==> config.mk <==
export PLATFORM = sky130hd
export DESIGN_NAME = lod_text_to_binary_converter
export DESIGN_NICKNAME = d
export VERILOG_FILES = /design/src/rtl/lttb_pkg.sv /design/src/rtl/lod_text_to_binary_converter.sv /design/src/rtl/lttb_front.sv /design/src/rtl/lttb_queue.sv /design/src/rtl/lttb_back.sv
export SDC_FILE = /design/constraint.sdc
export NUM_CORES = 1
export LEC_CHECK = 0
export ABC_CLOCK_PERIOD_IN_PS = 15700
export BUFFER_PORTS_ARGS = -buffer_cell sky130_fd_sc_hd__buf_2
export CAP_MARGIN = 20
export CORE_MARGIN = 8
export CORE_UTILIZATION = 35
export CTS_CLUSTER_SIZE = 12
export DETAILED_ROUTE_END_ITERATION = 10
export GPL_ROUTABILITY_DRIVEN = 0
export PLACE_DENSITY = 0.47
export SLEW_MARGIN = 20
export SYNTH_ARGS = -nofsm -noshare
export SYNTH_HDL_FRONTEND = slang
export SYNTH_SLANG_ARGS = --single-unit
==> constraint.sdc <==
create_clock -name clk -period 15.7 [get_ports clk]
set_input_delay 3.14 -clock clk [delete_from_list [all_inputs] [get_ports clk]]
set_output_delay 3.14 -clock clk [all_outputs]
set_load 0.01 [all_outputs]
==> src/rtl/lttb_pkg.sv <==
`timescale 1ns / 1ps

package lttb_pkg;

    // buffer size and the write index range that follows from it
    localparam int OUT_BUFFER_BYTES = 65536;
    localparam int CAPACITY = (OUT_BUFFER_BYTES < 65536) ? OUT_BUFFER_BYTES : 65536;
    localparam int IDX_W = 17;
    localparam logic [IDX_W-1:0] CAP_IDX = IDX_W'(CAPACITY);

    // floor(x / 3) = (x * DIV3_RECIP) >> DIV3_SHIFT for x below 2**17
    localparam logic [15:0] DIV3_RECIP = 16'd43691;
    localparam int DIV3_SHIFT = 17;

    localparam int IN_TDATA_W = 8;
    localparam int OUT_TDATA_W = 40;
    localparam int OUT_TUSER_W = 3;

    localparam int QUEUE_DEPTH = 4;
    localparam int QUEUE_AW = 2;

    localparam logic [7:0] CH_CR = 8'h0d;
    localparam logic [7:0] CH_SPACE = 8'h20;
    localparam logic [7:0] CH_UNDERSCORE = 8'h5f;
    localparam logic [7:0] CH_P = 8'h50;
    localparam logic [7:0] CH_X = 8'h58;
    localparam logic [7:0] CASE_OFFSET = 8'd32;

    localparam logic [1:0] KIND_P = 2'd0;
    localparam logic [1:0] KIND_X = 2'd1;
    localparam logic [1:0] KIND_OTHER = 2'd2;

    localparam int TOK_COUNT = 6;
    localparam int TOK_MAX = 9;
    localparam logic [2:0] TOK_DATA = 3'd1;
    localparam logic [2:0] TOK_END = 3'd5;

    localparam logic [7:0] TOK_TEXT [TOK_COUNT][TOK_MAX] = '{
        '{"S", "T", "A", "R", "T", 8'h00, 8'h00, 8'h00, 8'h00},
        '{"D", "A", "T", "A", 8'h00, 8'h00, 8'h00, 8'h00, 8'h00},
        '{"B", "L", "O", "C", "K", "D", "A", "T", "A"},
        '{"S", "Y", "M", "B", "O", "L", 8'h00, 8'h00, 8'h00},
        '{"C", "O", "M", "M", "E", "N", "T", 8'h00, 8'h00},
        '{"E", "N", "D", 8'h00, 8'h00, 8'h00, 8'h00, 8'h00, 8'h00}
    };
    localparam logic [3:0] TOK_LEN [TOK_COUNT] = '{4'd5, 4'd4, 4'd9, 4'd6, 4'd7, 4'd3};

    typedef enum logic [12:0] {
        PH_SEEK_LINE   = 13'b0000000000001,
        PH_SEEK_TO_CR  = 13'b0000000000010,
        PH_SEEK_SKIP   = 13'b0000000000100,
        PH_TOKEN       = 13'b0000000001000,
        PH_KIND        = 13'b0000000010000,
        PH_GAP         = 13'b0000000100000,
        PH_ADDR        = 13'b0000001000000,
        PH_DATA_TO_CR  = 13'b0000010000000,
        PH_DATA_SKIP   = 13'b0000100000000,
        PH_DATA_LINE   = 13'b0001000000000,
        PH_DATA_INLINE = 13'b0010000000000,
        PH_WORD        = 13'b0100000000000,
        PH_DONE        = 13'b1000000000000
    } phase_t;

    // one accepted byte turns into at most one run of three sequential writes and one size back-patch,
    // or an empty finishing result
    typedef struct packed {
        logic                  has_a;
        logic [IDX_W-1:0]      base_idx;
        logic [2:0][7:0]       a_bytes;
        logic                  has_b;
        logic [IDX_W-1:0]      slot_idx;
        logic [15:0]           word_count;
        logic                  fin;
        logic [IDX_W-1:0]      end_idx;
    } cmd_t;

    typedef struct packed {
        logic full;
        logic empty;
    } queue_status_t;

    function automatic logic [7:0] hex_value(input logic [7:0] c);
        if (c >= "0" && c <= "9") begin
            return c - 8'h30;
        end
        if (c >= "A" && c <= "F") begin
            return c - 8'h37;
        end
        return c - 8'h57;
    endfunction

endpackage

==> src/rtl/lod_text_to_binary_converter.sv <==
`timescale 1ns / 1ps
// load file bytes are accepted one per cycle while the four-entry command queue has room
// the first write caused by a byte passes through the command queue and then the output register
// the output register sends one write per cycle while m_tready is high; a byte causes at most six
// writes, and six hex digits per word keep the average below one write per byte
// reset clears the parser state, the write index, the queue and the output valid
module lod_text_to_binary_converter (
    input  logic                               clk,
    input  logic                               rst_n,
    input  logic                               s_tvalid,
    output logic                               s_tready,
    input  logic [lttb_pkg::IN_TDATA_W-1:0]    s_tdata,   // byte_value
    input  logic                               s_tuser,   // first_byte
    input  logic                               s_tlast,   // last_byte
    output logic                               m_tvalid,
    input  logic                               m_tready,
    output logic [lttb_pkg::OUT_TDATA_W-1:0]   m_tdata,   // write_address, write_data, total_words, pad
    output logic [lttb_pkg::OUT_TUSER_W-1:0]   m_tuser,   // write_valid, overflow, finished
    output logic                               m_tlast    // last_result
);
    import lttb_pkg::*;

    logic           push;
    logic           pop;
    cmd_t           push_cmd;
    cmd_t           head_cmd;
    queue_status_t  status;

    assign s_tready = !status.full;

    lttb_front u_front (
        .clk        (clk),
        .rst_n      (rst_n),
        .in_valid   (s_tvalid),
        .in_ready   (s_tready),
        .byte_value (s_tdata),
        .first_byte (s_tuser),
        .last_byte  (s_tlast),
        .push       (push),
        .cmd        (push_cmd)
    );

    lttb_queue u_queue (
        .clk      (clk),
        .rst_n    (rst_n),
        .push     (push),
        .push_cmd (push_cmd),
        .pop      (pop),
        .head_cmd (head_cmd),
        .status   (status)
    );

    lttb_back u_back (
        .clk        (clk),
        .rst_n      (rst_n),
        .head_cmd   (head_cmd),
        .head_valid (!status.empty),
        .pop        (pop),
        .m_tvalid   (m_tvalid),
        .m_tready   (m_tready),
        .m_tdata    (m_tdata),
        .m_tuser    (m_tuser),
        .m_tlast    (m_tlast)
    );

endmodule

==> src/rtl/lttb_front.sv <==
`timescale 1ns / 1ps

module lttb_front (
    input  logic                             clk,
    input  logic                             rst_n,
    input  logic                             in_valid,
    input  logic                             in_ready,
    input  logic [7:0]                       byte_value,
    input  logic                             first_byte,
    input  logic                             last_byte,
    output logic                             push,
    output lttb_pkg::cmd_t                   cmd
);
    import lttb_pkg::*;

    phase_t            phase_reg, phase_next;
    logic [3:0]        pos_reg, pos_next;
    logic [5:0]        cand_reg, cand_next;
    logic [2:0]        hc_reg, hc_next;
    logic [23:0]       pv_reg, pv_next;
    logic [IDX_W-1:0]  oi_reg, oi_next;
    logic [IDX_W-1:0]  slot_reg, slot_next;
    logic [15:0]       cnt_reg, cnt_next;

    phase_t            cur_phase;
    logic [3:0]        cur_pos;
    logic [5:0]        cur_cand;
    logic [2:0]        cur_hc;
    logic [23:0]       cur_pv;
    logic [IDX_W-1:0]  cur_oi;
    logic [IDX_W-1:0]  cur_slot;
    logic [15:0]       cur_cnt;

    logic [7:0]        d;
    logic [2:0]        wd_hc;
    logic [2:0]        wd_hc1;
    logic [23:0]       wd_pv;
    logic [15:0]       ad_pv;
    logic [2:0]        ad_hc1;
    logic [IDX_W-1:0]  oi_sum3;
    logic [IDX_W-1:0]  oi_plus3;
    logic [IDX_W-1:0]  oi_sum6;
    logic [IDX_W-1:0]  oi_plus6;
    logic [5:0]        keep;
    logic              found;
    logic [2:0]        tok_idx;
    logic              do_word;
    logic              has_a;
    logic [2:0][7:0]   a_bytes;
    logic              has_b;
    logic              fin;
    logic              accept;

    assign accept = in_valid && in_ready;

    always_comb
    begin
        cur_phase = first_byte ? PH_SEEK_LINE : phase_reg;
        cur_pos   = first_byte ? 4'd0 : pos_reg;
        cur_cand  = first_byte ? 6'h3f : cand_reg;
        cur_hc    = first_byte ? 3'd0 : hc_reg;
        cur_pv    = first_byte ? 24'd0 : pv_reg;
        cur_oi    = first_byte ? '0 : oi_reg;
        cur_slot  = first_byte ? '0 : slot_reg;
        cur_cnt   = first_byte ? 16'd0 : cnt_reg;
    end

    always_comb
    begin
        d = hex_value(byte_value);

        // word digits pair into bytes; a fresh run starts its count at zero
        wd_hc = (cur_phase == PH_WORD) ? cur_hc : 3'd0;
        if (wd_hc[0])
        begin
            wd_pv = {cur_pv[23:8], {cur_pv[3:0], 4'h0} + d};
        end
        else
        begin
            wd_pv = {cur_pv[15:0], d};
        end
        wd_hc1 = wd_hc + 3'd1;

        ad_pv  = {cur_pv[11:0], 4'h0} + {8'h00, d};
        ad_hc1 = cur_hc + 3'd1;

        // index saturates at the buffer size
        oi_sum3  = cur_oi + IDX_W'(3);
        oi_plus3 = (oi_sum3 > CAP_IDX) ? CAP_IDX : oi_sum3;
        oi_sum6  = oi_plus3 + IDX_W'(3);
        oi_plus6 = (oi_sum6 > CAP_IDX) ? CAP_IDX : oi_sum6;

        keep = '0;
        for (int i = 0; i < TOK_COUNT; i++)
        begin
            if (cur_cand[i] && cur_pos < TOK_LEN[i])
            begin
                if (byte_value == TOK_TEXT[i][cur_pos[3:0]]
                    || byte_value == TOK_TEXT[i][cur_pos[3:0]] + CASE_OFFSET)
                begin
                    keep[i] = 1'b1;
                end
            end
        end
        found   = 1'b0;
        tok_idx = 3'd0;
        for (int i = 0; i < TOK_COUNT; i++)
        begin
            if (!found && keep[i] && TOK_LEN[i] == cur_pos + 4'd1)
            begin
                found   = 1'b1;
                tok_idx = 3'(i);
            end
        end
    end

    always_comb
    begin
        phase_next = cur_phase;
        pos_next   = cur_pos;
        cand_next  = cur_cand;
        hc_next    = cur_hc;
        pv_next    = cur_pv;
        oi_next    = cur_oi;
        slot_next  = cur_slot;
        cnt_next   = cur_cnt;
        do_word    = 1'b0;
        has_a      = 1'b0;
        a_bytes    = '0;
        has_b      = 1'b0;
        fin        = 1'b0;

        unique case (cur_phase)
            PH_SEEK_LINE:
            begin
                if (byte_value == CH_UNDERSCORE)
                begin
                    phase_next = PH_TOKEN;
                    pos_next   = 4'd0;
                    cand_next  = 6'h3f;
                end
                else
                begin
                    phase_next = (byte_value == CH_CR) ? PH_SEEK_SKIP : PH_SEEK_TO_CR;
                end
            end
            PH_SEEK_TO_CR:
            begin
                phase_next = (byte_value == CH_CR) ? PH_SEEK_SKIP : PH_SEEK_TO_CR;
            end
            PH_SEEK_SKIP:
            begin
                phase_next = PH_SEEK_LINE;
            end
            PH_TOKEN:
            begin
                cand_next = keep;
                if (keep == '0)
                begin
                    phase_next = (byte_value == CH_CR) ? PH_SEEK_SKIP : PH_SEEK_TO_CR;
                end
                else if (found)
                begin
                    if (tok_idx == TOK_DATA)
                    begin
                        phase_next = PH_KIND;
                    end
                    else if (tok_idx == TOK_END)
                    begin
                        phase_next = PH_DONE;
                        fin        = 1'b1;
                    end
                    else
                    begin
                        phase_next = PH_SEEK_TO_CR;
                    end
                end
                else
                begin
                    pos_next = cur_pos + 4'd1;
                end
            end
            PH_KIND:
            begin
                if (byte_value != CH_SPACE)
                begin
                    has_a      = 1'b1;
                    a_bytes[2] = (byte_value == CH_P) ? {6'd0, KIND_P}
                               : (byte_value == CH_X) ? {6'd0, KIND_X}
                               : {6'd0, KIND_OTHER};
                    oi_next    = oi_plus3;
                    phase_next = PH_GAP;
                end
            end
            PH_GAP:
            begin
                hc_next    = 3'd0;
                pv_next    = 24'd0;
                phase_next = PH_ADDR;
            end
            PH_ADDR:
            begin
                pv_next = {8'h00, ad_pv};
                hc_next = ad_hc1;
                if (ad_hc1 >= 3'd4)
                begin
                    has_a      = 1'b1;
                    a_bytes[1] = ad_pv[15:8];
                    a_bytes[2] = ad_pv[7:0];
                    cnt_next   = 16'd0;
                    slot_next  = oi_plus3;
                    oi_next    = oi_plus6;
                    hc_next    = 3'd0;
                    pv_next    = 24'd0;
                    phase_next = PH_DATA_TO_CR;
                end
            end
            PH_DATA_TO_CR:
            begin
                if (byte_value == CH_CR)
                begin
                    phase_next = PH_DATA_SKIP;
                end
            end
            PH_DATA_SKIP:
            begin
                phase_next = PH_DATA_LINE;
            end
            PH_DATA_LINE:
            begin
                if (byte_value == CH_UNDERSCORE)
                begin
                    has_b      = 1'b1;
                    phase_next = PH_TOKEN;
                    pos_next   = 4'd0;
                    cand_next  = 6'h3f;
                end
                else if (byte_value == CH_CR)
                begin
                    phase_next = PH_DATA_SKIP;
                end
                else if (byte_value == CH_SPACE)
                begin
                    phase_next = PH_DATA_INLINE;
                end
                else
                begin
                    do_word = 1'b1;
                end
            end
            PH_DATA_INLINE:
            begin
                if (byte_value == CH_CR)
                begin
                    phase_next = PH_DATA_SKIP;
                end
                else if (byte_value != CH_SPACE)
                begin
                    do_word = 1'b1;
                end
            end
            PH_WORD:
            begin
                do_word = 1'b1;
            end
            PH_DONE:
            begin
                phase_next = PH_DONE;
            end
            default:
            begin
                phase_next = PH_DONE;
            end
        endcase

        if (do_word)
        begin
            if (wd_hc1 >= 3'd6)
            begin
                has_a      = 1'b1;
                a_bytes[0] = wd_pv[23:16];
                a_bytes[1] = wd_pv[15:8];
                a_bytes[2] = wd_pv[7:0];
                oi_next    = oi_plus3;
                cnt_next   = cur_cnt + 16'd1;
                hc_next    = 3'd0;
                pv_next    = 24'd0;
                phase_next = PH_DATA_INLINE;
            end
            else
            begin
                hc_next    = wd_hc1;
                pv_next    = wd_pv;
                phase_next = PH_WORD;
            end
        end

        // end of buffer closes an open data block and finishes the parse
        if (last_byte && !fin && cur_phase != PH_DONE)
        begin
            if (phase_next == PH_DATA_TO_CR || phase_next == PH_DATA_SKIP
                || phase_next == PH_DATA_LINE || phase_next == PH_DATA_INLINE
                || phase_next == PH_WORD)
            begin
                has_b = 1'b1;
            end
            phase_next = PH_DONE;
            fin        = 1'b1;
        end
    end

    always_comb
    begin
        cmd.has_a      = has_a;
        cmd.base_idx   = cur_oi;
        cmd.a_bytes    = a_bytes;
        cmd.has_b      = has_b;
        cmd.slot_idx   = slot_next;
        cmd.word_count = cnt_next;
        cmd.fin        = fin;
        cmd.end_idx    = oi_next;
    end

    assign push = accept && (has_a || has_b || fin);

    always_ff @(posedge clk or negedge rst_n)
    begin
        if (!rst_n)
        begin
            phase_reg <= PH_SEEK_LINE;
            pos_reg   <= 4'd0;
            cand_reg  <= 6'h3f;
            hc_reg    <= 3'd0;
            pv_reg    <= 24'd0;
            oi_reg    <= '0;
            slot_reg  <= '0;
            cnt_reg   <= 16'd0;
        end
        else if (accept)
        begin
            phase_reg <= phase_next;
            pos_reg   <= pos_next;
            cand_reg  <= cand_next;
            hc_reg    <= hc_next;
            pv_reg    <= pv_next;
            oi_reg    <= oi_next;
            slot_reg  <= slot_next;
            cnt_reg   <= cnt_next;
        end
    end

endmodule

==> src/rtl/lttb_queue.sv <==
`timescale 1ns / 1ps

module lttb_queue (
    input  logic                      clk,
    input  logic                      rst_n,
    input  logic                      push,
    input  lttb_pkg::cmd_t            push_cmd,
    input  logic                      pop,
    output lttb_pkg::cmd_t            head_cmd,
    output lttb_pkg::queue_status_t   status
);
    import lttb_pkg::*;

    cmd_t                 entry_reg [QUEUE_DEPTH];
    logic [QUEUE_AW-1:0]  wr_ptr_reg, wr_ptr_next;
    logic [QUEUE_AW-1:0]  rd_ptr_reg, rd_ptr_next;
    logic [QUEUE_AW:0]    count_reg, count_next;

    always_comb
    begin
        wr_ptr_next = push ? wr_ptr_reg + QUEUE_AW'(1) : wr_ptr_reg;
        rd_ptr_next = pop ? rd_ptr_reg + QUEUE_AW'(1) : rd_ptr_reg;
        count_next  = count_reg;
        if (push && !pop)
        begin
            count_next = count_reg + (QUEUE_AW+1)'(1);
        end
        else if (pop && !push)
        begin
            count_next = count_reg - (QUEUE_AW+1)'(1);
        end
    end

    always_ff @(posedge clk or negedge rst_n)
    begin
        if (!rst_n)
        begin
            wr_ptr_reg <= '0;
            rd_ptr_reg <= '0;
            count_reg  <= '0;
        end
        else
        begin
            wr_ptr_reg <= wr_ptr_next;
            rd_ptr_reg <= rd_ptr_next;
            count_reg  <= count_next;
        end
    end

    always_ff @(posedge clk)
    begin
        if (push)
        begin
            entry_reg[wr_ptr_reg] <= push_cmd;
        end
    end

    assign head_cmd     = entry_reg[rd_ptr_reg];
    assign status.full  = (count_reg == (QUEUE_AW+1)'(QUEUE_DEPTH));
    assign status.empty = (count_reg == '0);

endmodule

==> src/rtl/lttb_back.sv <==
`timescale 1ns / 1ps

module lttb_back (
    input  logic                               clk,
    input  logic                               rst_n,
    input  lttb_pkg::cmd_t                     head_cmd,
    input  logic                               head_valid,
    output logic                               pop,
    output logic                               m_tvalid,
    input  logic                               m_tready,
    output logic [lttb_pkg::OUT_TDATA_W-1:0]   m_tdata,
    output logic [lttb_pkg::OUT_TUSER_W-1:0]   m_tuser,
    output logic                               m_tlast
);
    import lttb_pkg::*;

    logic                    valid_reg;
    logic [OUT_TDATA_W-1:0]  tdata_reg;
    logic [OUT_TUSER_W-1:0]  tuser_reg;
    logic                    tlast_reg;
    logic [2:0]              sub_reg, sub_next;

    logic                    load;
    logic                    empty_cmd;
    logic [2:0]              eff;
    logic                    res_last;
    logic [IDX_W-1:0]        idx;
    logic [7:0]              wr_data;
    logic                    wr_valid;
    logic                    wr_ovf;
    logic [15:0]             wr_addr;
    logic [IDX_W+15:0]       prod;
    logic [14:0]             total;

    assign load = head_valid && (!valid_reg || m_tready);

    always_comb
    begin
        empty_cmd = !head_cmd.has_a && !head_cmd.has_b;
        // writes run through the sequential group, then the back-patch
        eff      = head_cmd.has_a ? sub_reg : sub_reg + 3'd3;
        res_last = empty_cmd || eff == 3'd5 || (eff == 3'd2 && !head_cmd.has_b);

        idx     = '0;
        wr_data = 8'h00;
        case (eff)
            3'd0:
            begin
                idx     = head_cmd.base_idx;
                wr_data = head_cmd.a_bytes[0];
            end
            3'd1:
            begin
                idx     = head_cmd.base_idx + IDX_W'(1);
                wr_data = head_cmd.a_bytes[1];
            end
            3'd2:
            begin
                idx     = head_cmd.base_idx + IDX_W'(2);
                wr_data = head_cmd.a_bytes[2];
            end
            3'd3:
            begin
                idx     = head_cmd.slot_idx;
                wr_data = 8'h00;
            end
            3'd4:
            begin
                idx     = head_cmd.slot_idx + IDX_W'(1);
                wr_data = head_cmd.word_count[15:8];
            end
            3'd5:
            begin
                idx     = head_cmd.slot_idx + IDX_W'(2);
                wr_data = head_cmd.word_count[7:0];
            end
            default:
            begin
                idx     = '0;
                wr_data = 8'h00;
            end
        endcase

        wr_valid = !empty_cmd && (idx < CAP_IDX);
        wr_ovf   = !empty_cmd && !(idx < CAP_IDX);
        wr_addr  = wr_valid ? idx[15:0] : 16'd0;
        if (!wr_valid)
        begin
            wr_data = 8'h00;
        end

        prod  = head_cmd.end_idx * DIV3_RECIP;
        total = prod[DIV3_SHIFT+14:DIV3_SHIFT];

        sub_next = sub_reg;
        pop      = 1'b0;
        if (load)
        begin
            if (res_last)
            begin
                sub_next = 3'd0;
                pop      = 1'b1;
            end
            else
            begin
                sub_next = sub_reg + 3'd1;
            end
        end
    end

    always_ff @(posedge clk or negedge rst_n)
    begin
        if (!rst_n)
        begin
            valid_reg <= 1'b0;
            sub_reg   <= 3'd0;
        end
        else
        begin
            sub_reg <= sub_next;
            if (load)
            begin
                valid_reg <= 1'b1;
            end
            else if (m_tready)
            begin
                valid_reg <= 1'b0;
            end
        end
    end

    always_ff @(posedge clk)
    begin
        if (load)
        begin
            tdata_reg <= {1'b0, total, wr_data, wr_addr};
            tuser_reg <= {head_cmd.fin, wr_ovf, wr_valid};
            tlast_reg <= res_last;
        end
    end

    assign m_tvalid = valid_reg;
    assign m_tdata  = tdata_reg;
    assign m_tuser  = tuser_reg;
    assign m_tlast  = tlast_reg;

endmodule

==> flow_metrics.py <==
metrics = {
    "clock_tree": {
        "holdBufCountCts": 0,
        "post_cts_buffers": 0,
        "cts.repair.resized": 0,
        "cts.path.max_buffers": 3,
        "cts_tree": "yes",
        "clk_latency_ns": 0.64,
        "htree_levels": 2,
        "clock-sinks": 530,
        "clk_pin_slew_ns": 0.06,
        "root_buffer": "clkbuf_16",
        "cts_buffers": 61,
    },
    "yosys": {
        "yosys-top-cells-area": "edfxtp_1 40%, dfrtp_1 8.2%, mux4_2 6.7%",
        "synth_seq_cells": 530,
        "yosysTopAreaCellShare_pct": 39.72,
        "synth_commonest_cells": "419 x edfxtp_1, 256 x nand2_1, 194 x inv_1, 180 x nor2_1, 161 x ha_1",
        "synth_edf_count": 419,
        "synth_seq_area_share_pct": 48.51,
        "synth_area_leader_cell": "edfxtp_1",
        "syn-instance-count": 2717,
        "avgSynthCellArea_um2": 11.66,
        "async_flop_share_pct": 20.94,
        "syn_area_mm2": 0.03168,
        "yosysMostFrequentCell": "edfxtp_1",
        "yosysWarnings": 0,
        "yosysUniqueCellTypes": 93,
        "synth_nets": 2982,
        "synth_top_flop_cell": "edfxtp_1",
    },
    "floorplan": {
        "core_mm2": 0.08987,
        "initial_core_util_pct": 35.25,
        "io_pins": 60,
        "die_h_um": 316.8,
        "row_count": 110,
        "die-area_mm2": 0.1004,
        "die_x_um": 316.8,
    },
    "drt": {
        "top_layer": "met5",
        "wl_per_cell_um": 23.39,
        "drc": 0,
        "via_count": 22130,
        "met3_length_um": 4588,
        "vias_per_cell": 5.572,
        "wl_um": 92870,
        "wl_met2_um": 44610,
        "antenna_left": 0,
        "drt_iter0_drc": 1699,
        "first_pass_iters": 6,
        "m1WireLength_um": 41380,
    },
    "timing": {
        "worst_pin_slew_ns": 1.133,
        "slew_headroom_pct": 23.89,
        "finalSetupViolCount": 0,
        "final_hold_viol_count": 0,
        "period_minus_slack_ns": 10.17,
        "fin_tns_setup_ns": 0,
        "rsz0062_at_grt": "false",
        "slew_violations": 0,
        "clock_skew_ns": 0.03908,
        "timing.final.crit_share_pct": 64.77,
        "max_freq_ghz": 0.09834,
    },
    "global_routing": {
        "grt_pass1_vias": 23200,
        "grt_max_degree": 64,
        "antenna_found_initial": 1,
        "grt_use_total_pct": 18.42,
        "grt_remaining_overflow": 0,
        "grt_pass1_wl_um": 143500,
    },
    "worst_setup_path": {
        "critPathTopFamily": "simple AND/OR/NAND/NOR gates",
        "arrival_ns": 10.50,
        "required_ns": 16.03,
        "cp_common_cell": "buf_4",
        "slowest_delay_ns": 0.72,
        "path_class": "input port to flop",
        "cp_max_fo": 63,
        "path_cells": "buf_4 > inv_1 > buf_4 > nand2_1 > ha_1 > nand3b_1 > mux2i_1 > nand4_1 > a2111oi_0 > a41oi_1 > buf_4 > or2_2 > ha_1 > a2111oi_0 > and4_1 > nand4_1 > nor4_1 > a21oi_1 > nor4_4 > o21ai_2 > o31ai_1",
        "critPathSlowestCell": "mux2i_1",
        "crit_path_end_kind": "flop",
        "cp-start-kind": "input port",
        "path_buf_inv": 4,
    },
    "layout": {
        "antenna_cells": 0,
        "drive_above_1_share_pct": 13.13,
        "area_delta_synth_final_pct": 11.11,
        "nFillCells": 8680,
        "layout.nets": 3008,
        "largest_register_ffs": 376,
    },
    "run_status": {
        "run_status": "finished, final reports clean",
    },
    "flow_run": {
        "maxCapViolations": 0,
    },
    "placed_design": {
        "hpwl_um": 65370,
        "port_buffers": 58,
    },
    "hold_path": {
        "worst_hold_path_type": "flop to flop",
    },
}
==> cell families (layout without fill, tap and decap cells) <==
family	after synthesis	after routing	share of synthesized area, %
flip-flops	530	530	48.51
AND/OR/NAND/NOR	827	827	12.96
multiplexers	153	153	8.646
buffers and inverters	337	415	4.202
adder cells (fa/ha/maj)	251	251	12.05
XOR/XNOR	100	100	2.765
other	1	1	0.01184
AO/OA/AOI/OAI	518	518	10.85
==> layout make-up <==
type	instances	area (µm²)	share of cell area [%]
sequential	530	15380	43.68
multi-input combinational	1850	15020	42.68
clock buffer	77	1617	4.593
tap	1176	1471	4.180
inverter	199	747.0	2.122
timing repair buffer	101	618.1	1.756
clock inverter	38	347.8	0.9882
==> placed cells by master, fill, tap and decap left out, types with 46 or more instances in the layout <==
master       n
a21oi_1    120
nand3_1     68
mux4_2      94
buf_2       56
dfrtp_1    102
nor3_1      46
o21ai_0    111
nor2_1     179
inv_1      193
a31oi_1     47
xnor2_1     65
nor2b_1     50
edfxtp_1   419
clkbuf_16   61
ha_1       161
fa_1        90
nand2_1    255
==> per-layer routing <==
layer / vias to the layer above / track usage, %
li1: 10150 / -
met1: 11210 / 24.94
met2: 641 / 31.06
met3: 126 / 2.494
met4: 2 / 4.757
met5: - / 0.2962
==> metrics by stage <==
step / cells / hold WS [ns] / instance area, µm² / util [%] / worst slack [ns]
after floorplan: 2717 / 0.4407 / 31680 / - / 5.919
after global placement: 3856 / 0.4598 / 33230 / 36.97 / 5.105
after detailed placement: 3856 / 0.4663 / 33230 / 36.97 / 4.841
after CTS: 3971 / 0.4813 / 35190 / 39.15 / 5.485
after global routing: 3971 / 0.5049 / 35200 / 39.16 / 5.124
final: 3971 / 0.4747 / 35200 / 39.16 / 5.532
==> worst reg2reg max path: stages, from the launching register on <==
cell,delay (ns)
dfrtp_4,0.60
buf_4,0.52
mux4_2,0.52
ha_1,0.46
inv_1,0.09
fa_1,0.54
fa_1,0.56
inv_1,0.05
fa_1,0.51
fa_1,0.54
fa_1,0.50
ha_1,0.32
and3_1,0.21
a221o_1,0.41
o221a_2,0.30
o221ai_1,0.22
o21ai_0,0.12
o2111ai_1,0.16
a31oi_1,0.18
a21o_1,0.23
a21oi_1,0.17
xnor2_1,0.09
==> final timing paths <==
check	start	endpoint	slack [ns]	depth (start not counted)
min	u_front.pv_reg[3]	u_front.pv_reg[3]	0.47	2
max reg2reg	u_queue.rd_ptr_reg[1]	u_back.m_tdata[38]	8.17	21
min reg2reg	u_front.pv_reg[3]	u_front.pv_reg[3]	0.47	2
max in group asynchronous	rst_n	u_queue.rd_ptr_reg[0]	11.64	2
min in group asynchronous	rst_n	u_front.pv_reg[23]	2.65	1
max	s_tuser	u_queue.entry_reg[0][7]	5.53	21
Power is left out: the tool's default activity adds up to more than one toggle a clock period on the data nets, which glitch-free logic cannot reach.
